--- src/hw/rtl/hsl_to_rgba_converter_macros.svh ---
// assertion macros shared by the colour converter
`ifndef HSL_TO_RGBA_CONVERTER_MACROS_SVH
`define HSL_TO_RGBA_CONVERTER_MACROS_SVH

// same-cycle implication, off while in reset
`define HSL_ASSERT_NOW(label, clk, rst_n, ante, cons, msg) \
  label: assert property (@(posedge clk) disable iff (!rst_n) (ante) |-> (cons)) \
    else $error(msg);

// next-cycle implication, off while in reset
`define HSL_ASSERT_NEXT(label, clk, rst_n, ante, cons, msg) \
  label: assert property (@(posedge clk) disable iff (!rst_n) (ante) |=> (cons)) \
    else $error(msg);

`endif

--- src/hw/rtl/hsl2rgba_pkg.sv ---
// shared types and constants of the hsl to rgba converter
`default_nettype none

package hsl2rgba_pkg;

  localparam int DEF_FRACTION_BITS      = 12;
  localparam int DEF_HUE_SUBDEGREE_BITS = 4;
  localparam int IN_FIELD_W             = 13;
  localparam int OUT_FIELD_W            = 8;
  localparam int NUM_STAGES             = 6;

  typedef struct packed {
    logic [IN_FIELD_W-1:0] hue;
    logic [IN_FIELD_W-1:0] saturation;
    logic [IN_FIELD_W-1:0] luminance;
    logic [IN_FIELD_W-1:0] opacity;
  } hsl_in_t;

  typedef struct packed {
    logic [OUT_FIELD_W-1:0] red;
    logic [OUT_FIELD_W-1:0] green;
    logic [OUT_FIELD_W-1:0] blue;
    logic [OUT_FIELD_W-1:0] alpha_out;
  } rgba_out_t;

  // load enables of the six pipeline stages
  typedef struct packed {
    logic s6;
    logic s5;
    logic s4;
    logic s3;
    logic s2;
    logic s1;
  } stage_en_t;

  // 60 degree hue sectors
  typedef enum logic [2:0] {
    SEC_RED_YEL = 3'd0,
    SEC_YEL_GRN = 3'd1,
    SEC_GRN_CYN = 3'd2,
    SEC_CYN_BLU = 3'd3,
    SEC_BLU_MAG = 3'd4,
    SEC_MAG_RED = 3'd5
  } hue_sector_t;

endpackage

`default_nettype wire

--- src/hw/rtl/hsl2rgba_prep.sv ---
// stage 1: input saturation, hue sector and weight, lightness fold, alpha scale
`default_nettype none

module hsl2rgba_prep import hsl2rgba_pkg::*; #(
  parameter int FRACTION_BITS      = DEF_FRACTION_BITS,
  parameter int HUE_SUBDEGREE_BITS = DEF_HUE_SUBDEGREE_BITS
) (
  input  wire logic                                    clk,
  input  wire stage_en_t                               en,
  input  wire hsl_in_t                                 in_data,
  output logic [$clog2((60 << HUE_SUBDEGREE_BITS) + 1)-1:0] xw,
  output logic [FRACTION_BITS:0]                       onemd,
  output logic [FRACTION_BITS:0]                       sat,
  output logic [FRACTION_BITS:0]                       lum,
  output hue_sector_t                                  sec,
  output logic [OUT_FIELD_W-1:0]                       alpha
);

  localparam int ONE     = 1 << FRACTION_BITS;
  localparam int SPAN    = 60 << HUE_SUBDEGREE_BITS;
  localparam int HUE_MAX = 360 * (1 << HUE_SUBDEGREE_BITS) - 1;
  localparam int HW      = $clog2(HUE_MAX + 1);
  localparam int SW      = $clog2(SPAN + 1);
  localparam int FW      = FRACTION_BITS + 1;
  localparam int FW1     = FW + 1;
  localparam int AW      = FW + 8;

  logic [HW-1:0]   h;
  logic [HW-1:0]   base;
  logic [HW-1:0]   r;
  logic [FW-1:0]   s_sat;
  logic [FW-1:0]   l_sat;
  logic [FW-1:0]   a_sat;
  logic [FW1-1:0]  twol;
  logic [AW-1:0]   a255;
  hue_sector_t     sec_nxt;
  logic [SW-1:0]   xw_nxt;
  logic [FW-1:0]   onemd_nxt;

  logic [SW-1:0]          xw_r;
  logic [FW-1:0]          onemd_r;
  logic [FW-1:0]          sat_r;
  logic [FW-1:0]          lum_r;
  hue_sector_t            sec_r;
  logic [OUT_FIELD_W-1:0] alpha_r;

  always_comb begin
    h     = (32'(in_data.hue) > 32'(HUE_MAX)) ? HW'(HUE_MAX) : HW'(in_data.hue);
    s_sat = (32'(in_data.saturation) > 32'(ONE)) ? FW'(ONE) : FW'(in_data.saturation);
    l_sat = (32'(in_data.luminance) > 32'(ONE)) ? FW'(ONE) : FW'(in_data.luminance);
    a_sat = (32'(in_data.opacity) > 32'(ONE)) ? FW'(ONE) : FW'(in_data.opacity);

    // sector and start of its 120 degree pair
    if (h >= HW'(5 * SPAN)) begin
      sec_nxt = SEC_MAG_RED;
      base    = HW'(4 * SPAN);
    end else if (h >= HW'(4 * SPAN)) begin
      sec_nxt = SEC_BLU_MAG;
      base    = HW'(4 * SPAN);
    end else if (h >= HW'(3 * SPAN)) begin
      sec_nxt = SEC_CYN_BLU;
      base    = HW'(2 * SPAN);
    end else if (h >= HW'(2 * SPAN)) begin
      sec_nxt = SEC_GRN_CYN;
      base    = HW'(2 * SPAN);
    end else if (h >= HW'(SPAN)) begin
      sec_nxt = SEC_YEL_GRN;
      base    = '0;
    end else begin
      sec_nxt = SEC_RED_YEL;
      base    = '0;
    end
    r = h - base;

    // weight of the secondary colour, 0 at the pair ends, span in the middle
    xw_nxt = (r >= HW'(SPAN)) ? SW'(HW'(2 * SPAN) - r) : SW'(r);

    // 1 - |2l - 1|
    twol      = {l_sat, 1'b0};
    onemd_nxt = (twol < FW1'(ONE)) ? FW'(twol) : FW'(FW1'(2 * ONE) - twol);

    a255 = {a_sat, 8'd0} - {8'd0, a_sat};
  end

  always_ff @(posedge clk) begin
    if (en.s1) begin
      xw_r    <= xw_nxt;
      onemd_r <= onemd_nxt;
      sat_r   <= s_sat;
      lum_r   <= l_sat;
      sec_r   <= sec_nxt;
      alpha_r <= a255[FRACTION_BITS+7:FRACTION_BITS];
    end
  end

  assign xw    = xw_r;
  assign onemd = onemd_r;
  assign sat   = sat_r;
  assign lum   = lum_r;
  assign sec   = sec_r;
  assign alpha = alpha_r;

endmodule

`default_nettype wire

--- src/hw/rtl/hsl2rgba_chroma.sv ---
// stages 2 to 4: chroma, secondary and offset terms
`default_nettype none

module hsl2rgba_chroma import hsl2rgba_pkg::*; #(
  parameter int FRACTION_BITS      = DEF_FRACTION_BITS,
  parameter int HUE_SUBDEGREE_BITS = DEF_HUE_SUBDEGREE_BITS
) (
  input  wire logic                                              clk,
  input  wire stage_en_t                                         en,
  input  wire logic [$clog2((60 << HUE_SUBDEGREE_BITS) + 1)-1:0] xw,
  input  wire logic [FRACTION_BITS:0]                            onemd,
  input  wire logic [FRACTION_BITS:0]                            sat,
  input  wire logic [FRACTION_BITS:0]                            lum,
  input  wire hue_sector_t                                       sec_in,
  input  wire logic [OUT_FIELD_W-1:0]                            alpha_in,
  output logic [2*FRACTION_BITS+HUE_SUBDEGREE_BITS+5:0]          cv,
  output logic [2*FRACTION_BITS+HUE_SUBDEGREE_BITS+5:0]          xv,
  output logic [2*FRACTION_BITS+HUE_SUBDEGREE_BITS+5:0]          mv,
  output hue_sector_t                                            sec_out,
  output logic [OUT_FIELD_W-1:0]                                 alpha_out
);

  localparam int SPAN = 60 << HUE_SUBDEGREE_BITS;
  localparam int SW   = $clog2(SPAN + 1);
  localparam int FW   = FRACTION_BITS + 1;
  localparam int C2W  = 2 * FRACTION_BITS + 1;
  localparam int NW   = 2 * FRACTION_BITS + HUE_SUBDEGREE_BITS + 6;

  logic [2*FW-1:0] prod;

  // stage 2
  logic [C2W-1:0]         c2_r;
  logic [SW-1:0]          xw2_r;
  logic [FW-1:0]          lum2_r;
  hue_sector_t            sec2_r;
  logic [OUT_FIELD_W-1:0] alpha2_r;

  // stage 3
  logic [NW-1:0]          ch_nxt;
  logic [NW-1:0]          xv_nxt;
  logic [NW-1:0]          lo_nxt;
  logic [NW-1:0]          ch_r;
  logic [NW-1:0]          xv3_r;
  logic [NW-1:0]          lo_r;
  hue_sector_t            sec3_r;
  logic [OUT_FIELD_W-1:0] alpha3_r;

  // stage 4
  logic [NW-1:0]          cv_r;
  logic [NW-1:0]          xv4_r;
  logic [NW-1:0]          mv_r;
  hue_sector_t            sec4_r;
  logic [OUT_FIELD_W-1:0] alpha4_r;

  assign prod = {{FW{1'b0}}, onemd} * {{FW{1'b0}}, sat};

  always_ff @(posedge clk) begin
    if (en.s2) begin
      c2_r     <= prod[C2W-1:0];
      xw2_r    <= xw;
      lum2_r   <= lum;
      sec2_r   <= sec_in;
      alpha2_r <= alpha_in;
    end
  end

  // all terms in units of one over (one squared times span)
  always_comb begin
    ch_nxt = NW'(c2_r) * NW'(SPAN / 2);
    xv_nxt = NW'(c2_r) * NW'(xw2_r);
    lo_nxt = (NW'(lum2_r) * NW'(SPAN)) << FRACTION_BITS;
  end

  always_ff @(posedge clk) begin
    if (en.s3) begin
      ch_r     <= ch_nxt;
      xv3_r    <= xv_nxt;
      lo_r     <= lo_nxt;
      sec3_r   <= sec2_r;
      alpha3_r <= alpha2_r;
    end
  end

  // offset m = l - c/2, never negative
  always_ff @(posedge clk) begin
    if (en.s4) begin
      cv_r     <= {ch_r[NW-2:0], 1'b0};
      xv4_r    <= xv3_r;
      mv_r     <= lo_r - ch_r;
      sec4_r   <= sec3_r;
      alpha4_r <= alpha3_r;
    end
  end

  assign cv        = cv_r;
  assign xv        = xv4_r;
  assign mv        = mv_r;
  assign sec_out   = sec4_r;
  assign alpha_out = alpha4_r;

endmodule

`default_nettype wire

--- src/hw/rtl/hsl2rgba_blend.sv ---
// stages 5 and 6: sector placement, offset add, scale by 255 and clamp
`default_nettype none

module hsl2rgba_blend import hsl2rgba_pkg::*; #(
  parameter int FRACTION_BITS      = DEF_FRACTION_BITS,
  parameter int HUE_SUBDEGREE_BITS = DEF_HUE_SUBDEGREE_BITS
) (
  input  wire logic                                     clk,
  input  wire stage_en_t                                en,
  input  wire logic [2*FRACTION_BITS+HUE_SUBDEGREE_BITS+5:0] cv,
  input  wire logic [2*FRACTION_BITS+HUE_SUBDEGREE_BITS+5:0] xv,
  input  wire logic [2*FRACTION_BITS+HUE_SUBDEGREE_BITS+5:0] mv,
  input  wire hue_sector_t                              sec,
  input  wire logic [OUT_FIELD_W-1:0]                   alpha,
  output rgba_out_t                                     pix
);

  localparam int NW = 2 * FRACTION_BITS + HUE_SUBDEGREE_BITS + 6;
  // full scale is 15 * 2^K, so x * 255 / full scale is x * 17 >> K
  localparam int K  = NW - 4;

  logic [NW-1:0] rv;
  logic [NW-1:0] gv;
  logic [NW-1:0] bv;

  logic [NW-1:0]          nr_r;
  logic [NW-1:0]          ng_r;
  logic [NW-1:0]          nb_r;
  logic [OUT_FIELD_W-1:0] alpha5_r;
  rgba_out_t              pix_r;

  function automatic logic [OUT_FIELD_W-1:0] scale8(input logic [NW-1:0] n);
    logic [NW+4:0] p;
    logic [8:0]    q;
    p      = {1'b0, n, 4'd0} + {5'd0, n};
    q      = p[K+8:K];
    scale8 = q[8] ? 8'hFF : q[7:0];
  endfunction

  always_comb begin
    unique case (sec)
      SEC_RED_YEL: begin rv = cv; gv = xv; bv = '0; end
      SEC_YEL_GRN: begin rv = xv; gv = cv; bv = '0; end
      SEC_GRN_CYN: begin rv = '0; gv = cv; bv = xv; end
      SEC_CYN_BLU: begin rv = '0; gv = xv; bv = cv; end
      SEC_BLU_MAG: begin rv = xv; gv = '0; bv = cv; end
      default:     begin rv = cv; gv = '0; bv = xv; end
    endcase
  end

  always_ff @(posedge clk) begin
    if (en.s5) begin
      nr_r     <= rv + mv;
      ng_r     <= gv + mv;
      nb_r     <= bv + mv;
      alpha5_r <= alpha;
    end
  end

  always_ff @(posedge clk) begin
    if (en.s6) begin
      pix_r.red       <= scale8(nr_r);
      pix_r.green     <= scale8(ng_r);
      pix_r.blue      <= scale8(nb_r);
      pix_r.alpha_out <= alpha5_r;
    end
  end

  assign pix = pix_r;

endmodule

`default_nettype wire

--- src/hw/rtl/hsl_to_rgba_converter.sv ---
// a result appears on out_valid once its input transfer has passed the six register stages
// throughput: one colour per cycle while out_stall is low; six register stages, stage 2 holding the
// chroma multiply and stage 3 the hue weight multiply
// a stalled output fills the pipeline's empty stages before in_stall rises
// reset clears only the stage valid bits; data registers are not reset
`default_nettype none

`include "hsl_to_rgba_converter_macros.svh"

module hsl_to_rgba_converter import hsl2rgba_pkg::*; #(
  parameter int FRACTION_BITS      = DEF_FRACTION_BITS,
  parameter int HUE_SUBDEGREE_BITS = DEF_HUE_SUBDEGREE_BITS
) (
  input  wire logic      clk,
  input  wire logic      rst_n,
  input  wire logic      in_valid,
  output logic           in_stall,
  input  wire hsl_in_t   in_data,
  output logic           out_valid,
  input  wire logic      out_stall,
  output rgba_out_t      out_data
);

  localparam int SW = $clog2((60 << HUE_SUBDEGREE_BITS) + 1);
  localparam int FW = FRACTION_BITS + 1;
  localparam int NW = 2 * FRACTION_BITS + HUE_SUBDEGREE_BITS + 6;

  logic [NUM_STAGES-1:0] vld_r;
  logic [NUM_STAGES-1:0] vld_nxt;
  logic [NUM_STAGES-1:0] rdy;
  stage_en_t             en;
  logic                  in_xfer;
  logic                  out_xfer;

  logic [SW-1:0]          xw;
  logic [FW-1:0]          onemd;
  logic [FW-1:0]          sat;
  logic [FW-1:0]          lum;
  hue_sector_t            sec1;
  logic [OUT_FIELD_W-1:0] alpha1;
  logic [NW-1:0]          cv;
  logic [NW-1:0]          xv;
  logic [NW-1:0]          mv;
  hue_sector_t            sec4;
  logic [OUT_FIELD_W-1:0] alpha4;

  // a stage moves on when empty or when the one after it moves
  always_comb begin
    rdy[NUM_STAGES-1] = !vld_r[NUM_STAGES-1] || !out_stall;
    for (int i = NUM_STAGES - 2; i >= 0; i--) begin
      rdy[i] = !vld_r[i] || rdy[i+1];
    end
    vld_nxt[0] = rdy[0] ? in_valid : vld_r[0];
    for (int i = 1; i < NUM_STAGES; i++) begin
      vld_nxt[i] = rdy[i] ? vld_r[i-1] : vld_r[i];
    end
  end

  always_ff @(posedge clk) begin
    if (!rst_n) begin
      vld_r <= '0;
    end else begin
      vld_r <= vld_nxt;
    end
  end

  always_comb begin
    en.s1 = rdy[0];
    en.s2 = rdy[1];
    en.s3 = rdy[2];
    en.s4 = rdy[3];
    en.s5 = rdy[4];
    en.s6 = rdy[5];
  end

  assign in_stall  = !rdy[0];
  assign out_valid = vld_r[NUM_STAGES-1];
  assign in_xfer   = in_valid && !in_stall;
  assign out_xfer  = out_valid && !out_stall;

  hsl2rgba_prep #(
    .FRACTION_BITS      (FRACTION_BITS),
    .HUE_SUBDEGREE_BITS (HUE_SUBDEGREE_BITS)
  ) u_prep (
    .clk     (clk),
    .en      (en),
    .in_data (in_data),
    .xw      (xw),
    .onemd   (onemd),
    .sat     (sat),
    .lum     (lum),
    .sec     (sec1),
    .alpha   (alpha1)
  );

  hsl2rgba_chroma #(
    .FRACTION_BITS      (FRACTION_BITS),
    .HUE_SUBDEGREE_BITS (HUE_SUBDEGREE_BITS)
  ) u_chroma (
    .clk       (clk),
    .en        (en),
    .xw        (xw),
    .onemd     (onemd),
    .sat       (sat),
    .lum       (lum),
    .sec_in    (sec1),
    .alpha_in  (alpha1),
    .cv        (cv),
    .xv        (xv),
    .mv        (mv),
    .sec_out   (sec4),
    .alpha_out (alpha4)
  );

  hsl2rgba_blend #(
    .FRACTION_BITS      (FRACTION_BITS),
    .HUE_SUBDEGREE_BITS (HUE_SUBDEGREE_BITS)
  ) u_blend (
    .clk   (clk),
    .en    (en),
    .cv    (cv),
    .xv    (xv),
    .mv    (mv),
    .sec   (sec4),
    .alpha (alpha4),
    .pix   (out_data)
  );

  // input only held off when every stage is full and the output is stalled
  `HSL_ASSERT_NOW(a_stall_only_when_full, clk, rst_n, in_stall, (&vld_r) && out_stall, "in_stall with an empty stage")
  // items in flight change only by transfers in and out
  `HSL_ASSERT_NEXT(a_item_count, clk, rst_n, 1'b1, $countones(vld_r) == $countones($past(vld_r)) + int'($past(in_xfer)) - int'($past(out_xfer)), "item lost or duplicated in pipeline")

endmodule

`default_nettype wire

--- config.mk ---
export PLATFORM = sky130hd
export DESIGN_NAME = hsl_to_rgba_converter
export DESIGN_NICKNAME = d
export VERILOG_FILES = /design/src/hw/rtl/hsl2rgba_pkg.sv /design/src/hw/rtl/hsl2rgba_prep.sv /design/src/hw/rtl/hsl2rgba_chroma.sv /design/src/hw/rtl/hsl2rgba_blend.sv /design/src/hw/rtl/hsl_to_rgba_converter.sv
export VERILOG_INCLUDE_DIRS = /design/src /design/src/hw/rtl
export SDC_FILE = /design/constraint.sdc
export NUM_CORES = 2
export LEC_CHECK = 0
export BUFFER_PORTS_ARGS = -buffer_cell sky130_fd_sc_hd__clkbuf_2
export CAP_MARGIN = 40
export CORE_MARGIN = 3
export CORE_UTILIZATION = 50
export DETAILED_ROUTE_END_ITERATION = 10
export GPL_ROUTABILITY_DRIVEN = 0
export GPL_TIMING_DRIVEN = 1
export MAX_ROUTING_LAYER = met4
export PLACE_DENSITY = 0.66
export SLEW_MARGIN = 30
export SYNTH_ARGS = -nofsm -noshare
export SYNTH_HDL_FRONTEND = slang
export SYNTH_HIERARCHICAL = 1
export SYNTH_SLANG_ARGS = --single-unit
--- constraint.sdc ---
create_clock -name clk -period 9 [get_ports clk]
set_clock_uncertainty 0.05 [all_clocks]
set_input_delay 0.9 -clock clk [delete_from_list [all_inputs] [get_ports clk]]
set_output_delay 0.9 -clock clk [all_outputs]
set_load 0.005 [all_outputs]
Word-level counts from Yosys, hierarchy flattened:

Cells that the tools add are included.
Widths: inputs -> output; s select.

* register bits: 464
* bits of input ports: 56
* output and inout port bits: 34
* logic and storage cells: 105

* add/sub/neg operators: 11
* multiply operators: 4
* magnitude comparators: 11
* eq/ne operators: 4
* multiplexer cells: 16
* reductions and logical operators: 22

Operators by type and width (count)
* $pmux 34 s2: 3
* $add 38x34->39: 3
* $add 34x34->34: 3
* $mux 13: 7
* $gt 13x13->1 const B: 4
* $mul 25x10->34: 1
* $sub 34x34->34: 1
* $mul 25x4->29 const B: 1
* $ge 13x10->1 const B: 2
* $ge 13x12->1 const B: 2
* $mul 13x13->25: 1
* $sub 20x13->20: 1
* $mul 13x4->16 const B: 1
* $lt 14x13->1 const B: 1
* $reduce_or 2->1: 7
* $ge 13x11->1 const B: 1
* $ge 13x13->1 const B: 1
* $sub 1x13->13 const A: 1
* $sub 13x13->13: 1
* $mux 11: 1
* $mux 10: 1
* $sub 10x10->10 const A: 1
* $logic_not 1->1: 8
* $eq 3x2->1 const B: 2
* other kinds (6): 13

Longest topological paths before layout:

* word-level depth: 10
* gate-level depth with buffers: 22
* mapped depth without buffers: 20

Hierarchy:

Netlist, hierarchy kept.

Modules (own cells, without submodules)
* hsl2rgba_chroma: times used 1, cells each 2245, area each 24925.2 sq um, sequential area each 7507.2 sq um
* hsl2rgba_blend: times used 1, cells each 1443, area each 13110.1 sq um, sequential area each 4264.1 sq um
* hsl2rgba_prep: times used 1, cells each 286, area each 3139.3 sq um, sequential area each 1741.7 sq um
* hsl_to_rgba_converter: times used 1, cells each 26, area each 241.5 sq um, sequential area each 120.1 sq um

Worst setup path after synthesis:

OpenSTA, ideal clock, no wires.

* kind: register -> register
* from: register u_chroma.c2_r[7]
* to: register u_chroma.xv3_r[21], data pin
* library setup time: 0.258 ns
* arrival time: 5.136 ns
* required time: 8.692 ns
* slack: 3.556 ns
* cell stages (with the launch flop): 22
* buffers on the path: 1
* period minus slack after synthesis: 5.444 ns
* cells stage by stage: edfxtp_1 > clkbuf_1 > nand2_1 > fa_1 > inv_1 > fa_1 > inv_1 > fa_1 > inv_1 > fa_1 > inv_1 > fa_1 > inv_1 > ha_1 > a21oi_1 > o21ai_0 > and2_1 > a31o_2 > a21oi_1 > o211ai_1 > a21oi_1 > xnor2_1

* cells in the longest elaborated chain, start to end: 1

Ends and longest elaborated chain
* start: declaration: RTL line hsl2rgba_chroma.sv:32 `logic [C2W-1:0] c2_r;`
* start signal: assignment: RTL line hsl2rgba_chroma.sv:59 `c2_r <= prod[C2W-1:0];`
* $mul 25x10->34: RTL line hsl2rgba_chroma.sv:70 `xv_nxt = NW'(c2_r) * NW'(xw2_r);`
* net u_chroma.xv_nxt[21]: RTL line hsl2rgba_chroma.sv:40 `logic [NW-1:0] xv_nxt;`
* end signal: assignment: RTL line hsl2rgba_chroma.sv:77 `xv3_r <= xv_nxt;`
* end: declaration: RTL line hsl2rgba_chroma.sv:43 `logic [NW-1:0] xv3_r;`

The timed path passes the listed nets, and every way through them passes these cells.
A chain may end at the register's enable or synchronous reset.

Final worst setup path:

* from: register u_chroma.xw2_r[1]
* to: register u_chroma.xv3_r[26], data pin

* cells in the longest elaborated chain, start to end: 1

Ends and longest elaborated chain
* start: declaration: RTL line hsl2rgba_chroma.sv:33 `logic [SW-1:0] xw2_r;`
* start signal: assignment: RTL line hsl2rgba_chroma.sv:60 `xw2_r <= xw;`
* $mul 25x10->34: RTL line hsl2rgba_chroma.sv:70
* net u_chroma.xv_nxt[26]: RTL line hsl2rgba_chroma.sv:40

The timed path passes the listed nets, and every way through them passes these cells.

==> results_dict.tcl <==
set metrics [dict create \
    outcome "completed" \
    reg2reg_from "u_chroma/xw2_r[1]$_DFFE_PP_" \
    maxSlewHeadroom 0.419 \
    synth_top_family_by_area "adder cells" \
    synthMostInstantiatedCell "nand2_1" \
    synth_edf_count 450 \
    hold_start "u_chroma/sec3_r[2]$_DFFE_PP_" \
    rsz0062_at_grt "false" \
    coreArea_um2 81300 \
    min_path_type "reg -> reg" \
    final.fill_count 6983 \
    yosys.area.top_type "edfxtp_1" \
    clk_pin_slew_ns 0.06 \
    io_pins 90 \
    synth_area_per_cell_um2 10.4 \
    critPathKind "reg -> reg" \
    tightest_slew_ns 0.872 \
    fp.dieH_um 294 \
    drt_iter0_markers 1584 \
    synth_ff_type "edfxtp_1" \
    path_max_fanout 13 \
    cts_num_sinks 456 \
    ant_nets 0 \
    worstSkewPairLatency_ns 0.61 \
    yosysSeqAreaShare 0.329 \
    routed.top_layer "met4" \
    die_area_um2 86300 \
    crit_chain "buf_8 > nand2_1 > fa_1 > inv_1 > fa_1 > fa_1 > fa_1 > inv_1 > fa_1 > inv_1 > ha_1 > a21oi_1 > o21bai_1 > a21oi_1 > nand3b_1 > nor3b_1 > o31ai_1 > a21oi_1 > xnor2_1" \
    synthCells 4000 \
    period_share 0.666 \
    numPortBuffers 89 \
    postCtsSetupRepairBufs 0 \
    grt_pass1_wl_mm 151 \
    synth_area_leaders "edfxtp_1 33%, fa_1 18%, ha_1 12%" \
    synthAdderAreaFrac 0.301 \
    rr_endpoint "u_chroma/xv3_r[26]$_DFFE_PP_" \
    drc 0 \
    setup.worst_path.start_class "flop" \
    yosysTopAreaCellShare 0.326 \
    post-route-min-period_ns 5.99 \
    cap_violations 0 \
    synth-seq-cells 456 \
    cts_tree "done" \
    clock_path_buffers 3 \
    grt_pass1_vias 29008 \
    ys_types 94 \
    grt_max_degree 71 \
    rr_worst_depth 19 \
    critPathMaxStageDelay_ns 0.73 \
    route.met3.wl_mm 4.48 \
    worstSetupEndpointType "flop" \
    firstDrtPassIters 5 \
    wl_met1_mm 41.6 \
    required_ns 9.29 \
    via_count 28588 \
    min_delay_path_depth 0 \
    ys_warn_count 6 \
    synthSimpleGateAreaFrac 0.133 \
    syn_area_um2 41400 \
    hold_end "u_chroma/sec_out[2]$_DFFE_PP_" \
    synth-compound-area-share 0.134 \
    slowest_stage "edfxtp_1" \
    cts-resized-gates 0 \
    synth_mux_area_frac 0.00157 \
    cts_root_buf "clkbuf_16" \
    fmax_mhz 167 \
    rows 104 \
    drive_gt1_frac 0.0671 \
    dp_hpwl_mm 71.5 \
    setup_viol 0 \
    cts_made_buffers 50 \
    wl_per_cell_um 17.9 \
    grt_overflow 0 \
    r2r_slack_ns 3.01 \
    synth_xor_area_frac 0.0482 \
    fin_tns_setup_ns 0 \
    drt_wl_total_mm 92.0 \
    start_util 0.509 \
    drv_slew 0 \
    crit_arrival_ns 6.28 \
    grt_use_total 0.224 \
    n_antenna_cell 0 \
    vias_per_cell 5.56 \
    path_common_cell "fa_1" \
    cts-htree-levels 2 \
    nets 4871 \
    wl_met2_mm 43.8 \
    holdBufCountCts 0 \
    antenna_found_initial 2 \
    syn_to_final_growth_pct 8.18 \
    synth_common_cells "487 x nand2_1, 450 x edfxtp_1, 414 x inv_1" \
    synthArstFlopShare 0 \
    die_w_um 294 \
    finalHoldViolations 0 \
]
-- metal layers --
metal,vias up,GRT usage
li1,13889,-
met1,13991,0.300
met2,597,0.364
met3,111,0.0302
met4,0,0.0542
met5,-,-
-- cell usage in the layout (no fill, tap or decap), drive strengths merged, types with 42 or more instances in the layout --
cell type | Yosys | final
xor2 | 77 | 77
nand3 | 58 | 58
ha | 397 | 397
fa | 375 | 375
nor3 | 42 | 42
o21ai | 152 | 152
clkbuf | 124 | 148
edfxtp | 450 | 450
xnor2 | 151 | 151
nor2b | 55 | 55
a21oi | 267 | 267
a21o | 128 | 128
nor2 | 142 | 142
nand2 | 487 | 487
and2 | 212 | 212
inv | 417 | 420
-- cell type report --
class	instances	area [um2]	area share
Sequential cell	456	13600	0.304
Multi-Input combinational cell	2993	25700	0.574
Tap cell	1060	1330	0.0296
Timing Repair Buffer	124	880	0.0196
Clock buffer	58	1300	0.0291
Inverter	418	1570	0.0351
Clock inverter	35	389	0.00869
-- metrics by stage --
step / setup WS [ns] / hold slack [ns] / utilization / cell area, um2 / std cells
after global routing: 2.65 / 0.365 / 0.551 / 44800 / 5144
after detailed placement: 3.05 / 0.355 / 0.529 / 43000 / 5044
final: 3.01 / 0.348 / 0.551 / 44800 / 5144
after floorplan: 3.56 / 0.350 / - / 41500 / 4010
after global placement: 2.98 / 0.351 / 0.526 / 42800 / 5030
after CTS: 3.01 / 0.353 / 0.550 / 44700 / 5137
-- registers in the layout, indices dropped and copies added (netlist names), 6 cells and up --
register            cells
u_chroma/cv            28
u_chroma/alpha_out      8
u_chroma/xw2_r         10
u_prep/alpha            8
vld_r                   6
u_blend/pix            32
u_chroma/lum2_r        13
u_prep/sat             13
u_chroma/alpha2_r       8
u_chroma/c2_r          25
u_blend/alpha5_r        8
u_blend/ng_r           34
u_chroma/ch_r          29
u_prep/lum             12
u_chroma/mv            28
u_chroma/lo_r          16
u_prep/xw              10
u_chroma/xv            34
u_blend/nr_r           34
u_blend/nb_r           34
u_chroma/alpha3_r       8
u_chroma/xv3_r         34
u_prep/onemd           12
-- worst max path at each step --
stage	startpoint	end
global route	u_chroma/xw2_r[1]$_DFFE_PP_	u_chroma/xv3_r[33]$_DFFE_PP_
finish	u_chroma/xw2_r[1]$_DFFE_PP_	u_chroma/xv3_r[26]$_DFFE_PP_
floorplan	u_chroma/c2_r[7]$_DFFE_PP_	u_chroma/xv3_r[21]$_DFFE_PP_
global placement	u_chroma/xw2_r[1]$_DFFE_PP_	u_chroma/xv3_r[21]$_DFFE_PP_
detailed placement	u_chroma/c2_r[17]$_DFFE_PP_	u_chroma/xv3_r[33]$_DFFE_PP_
CTS	u_chroma/c2_r[17]$_DFFE_PP_	u_chroma/xv3_r[26]$_DFFE_PP_
-- critical path, delay by kind of cell, from the launching register on --
| family | cells | cell delay (ns) |
|---|---|---|
| and+or+nand+nor | 3 | 0.53 |
| xor gates and xnor gates | 1 | 0.09 |
| buffers and inverters | 4 | 0.40 |
| AOI/OAI and AO/OA | 5 | 0.99 |
| adders and majority gates | 6 | 2.95 |
| DFF | 1 | 0.73 |
-- kinds of logic after synthesis --
group / count (synthesis)
adder cells (fa/ha/maj): 772
AND/OR/NAND/NOR: 1132
XOR/XNOR: 228
buffers and inverters: 561
other: 2
AO/OA/AOI/OAI: 843
flip-flops: 456
multiplexers: 6
Power is not shown: default switching activity piles up to over one toggle a cycle in this logic, so the estimate is an artifact.
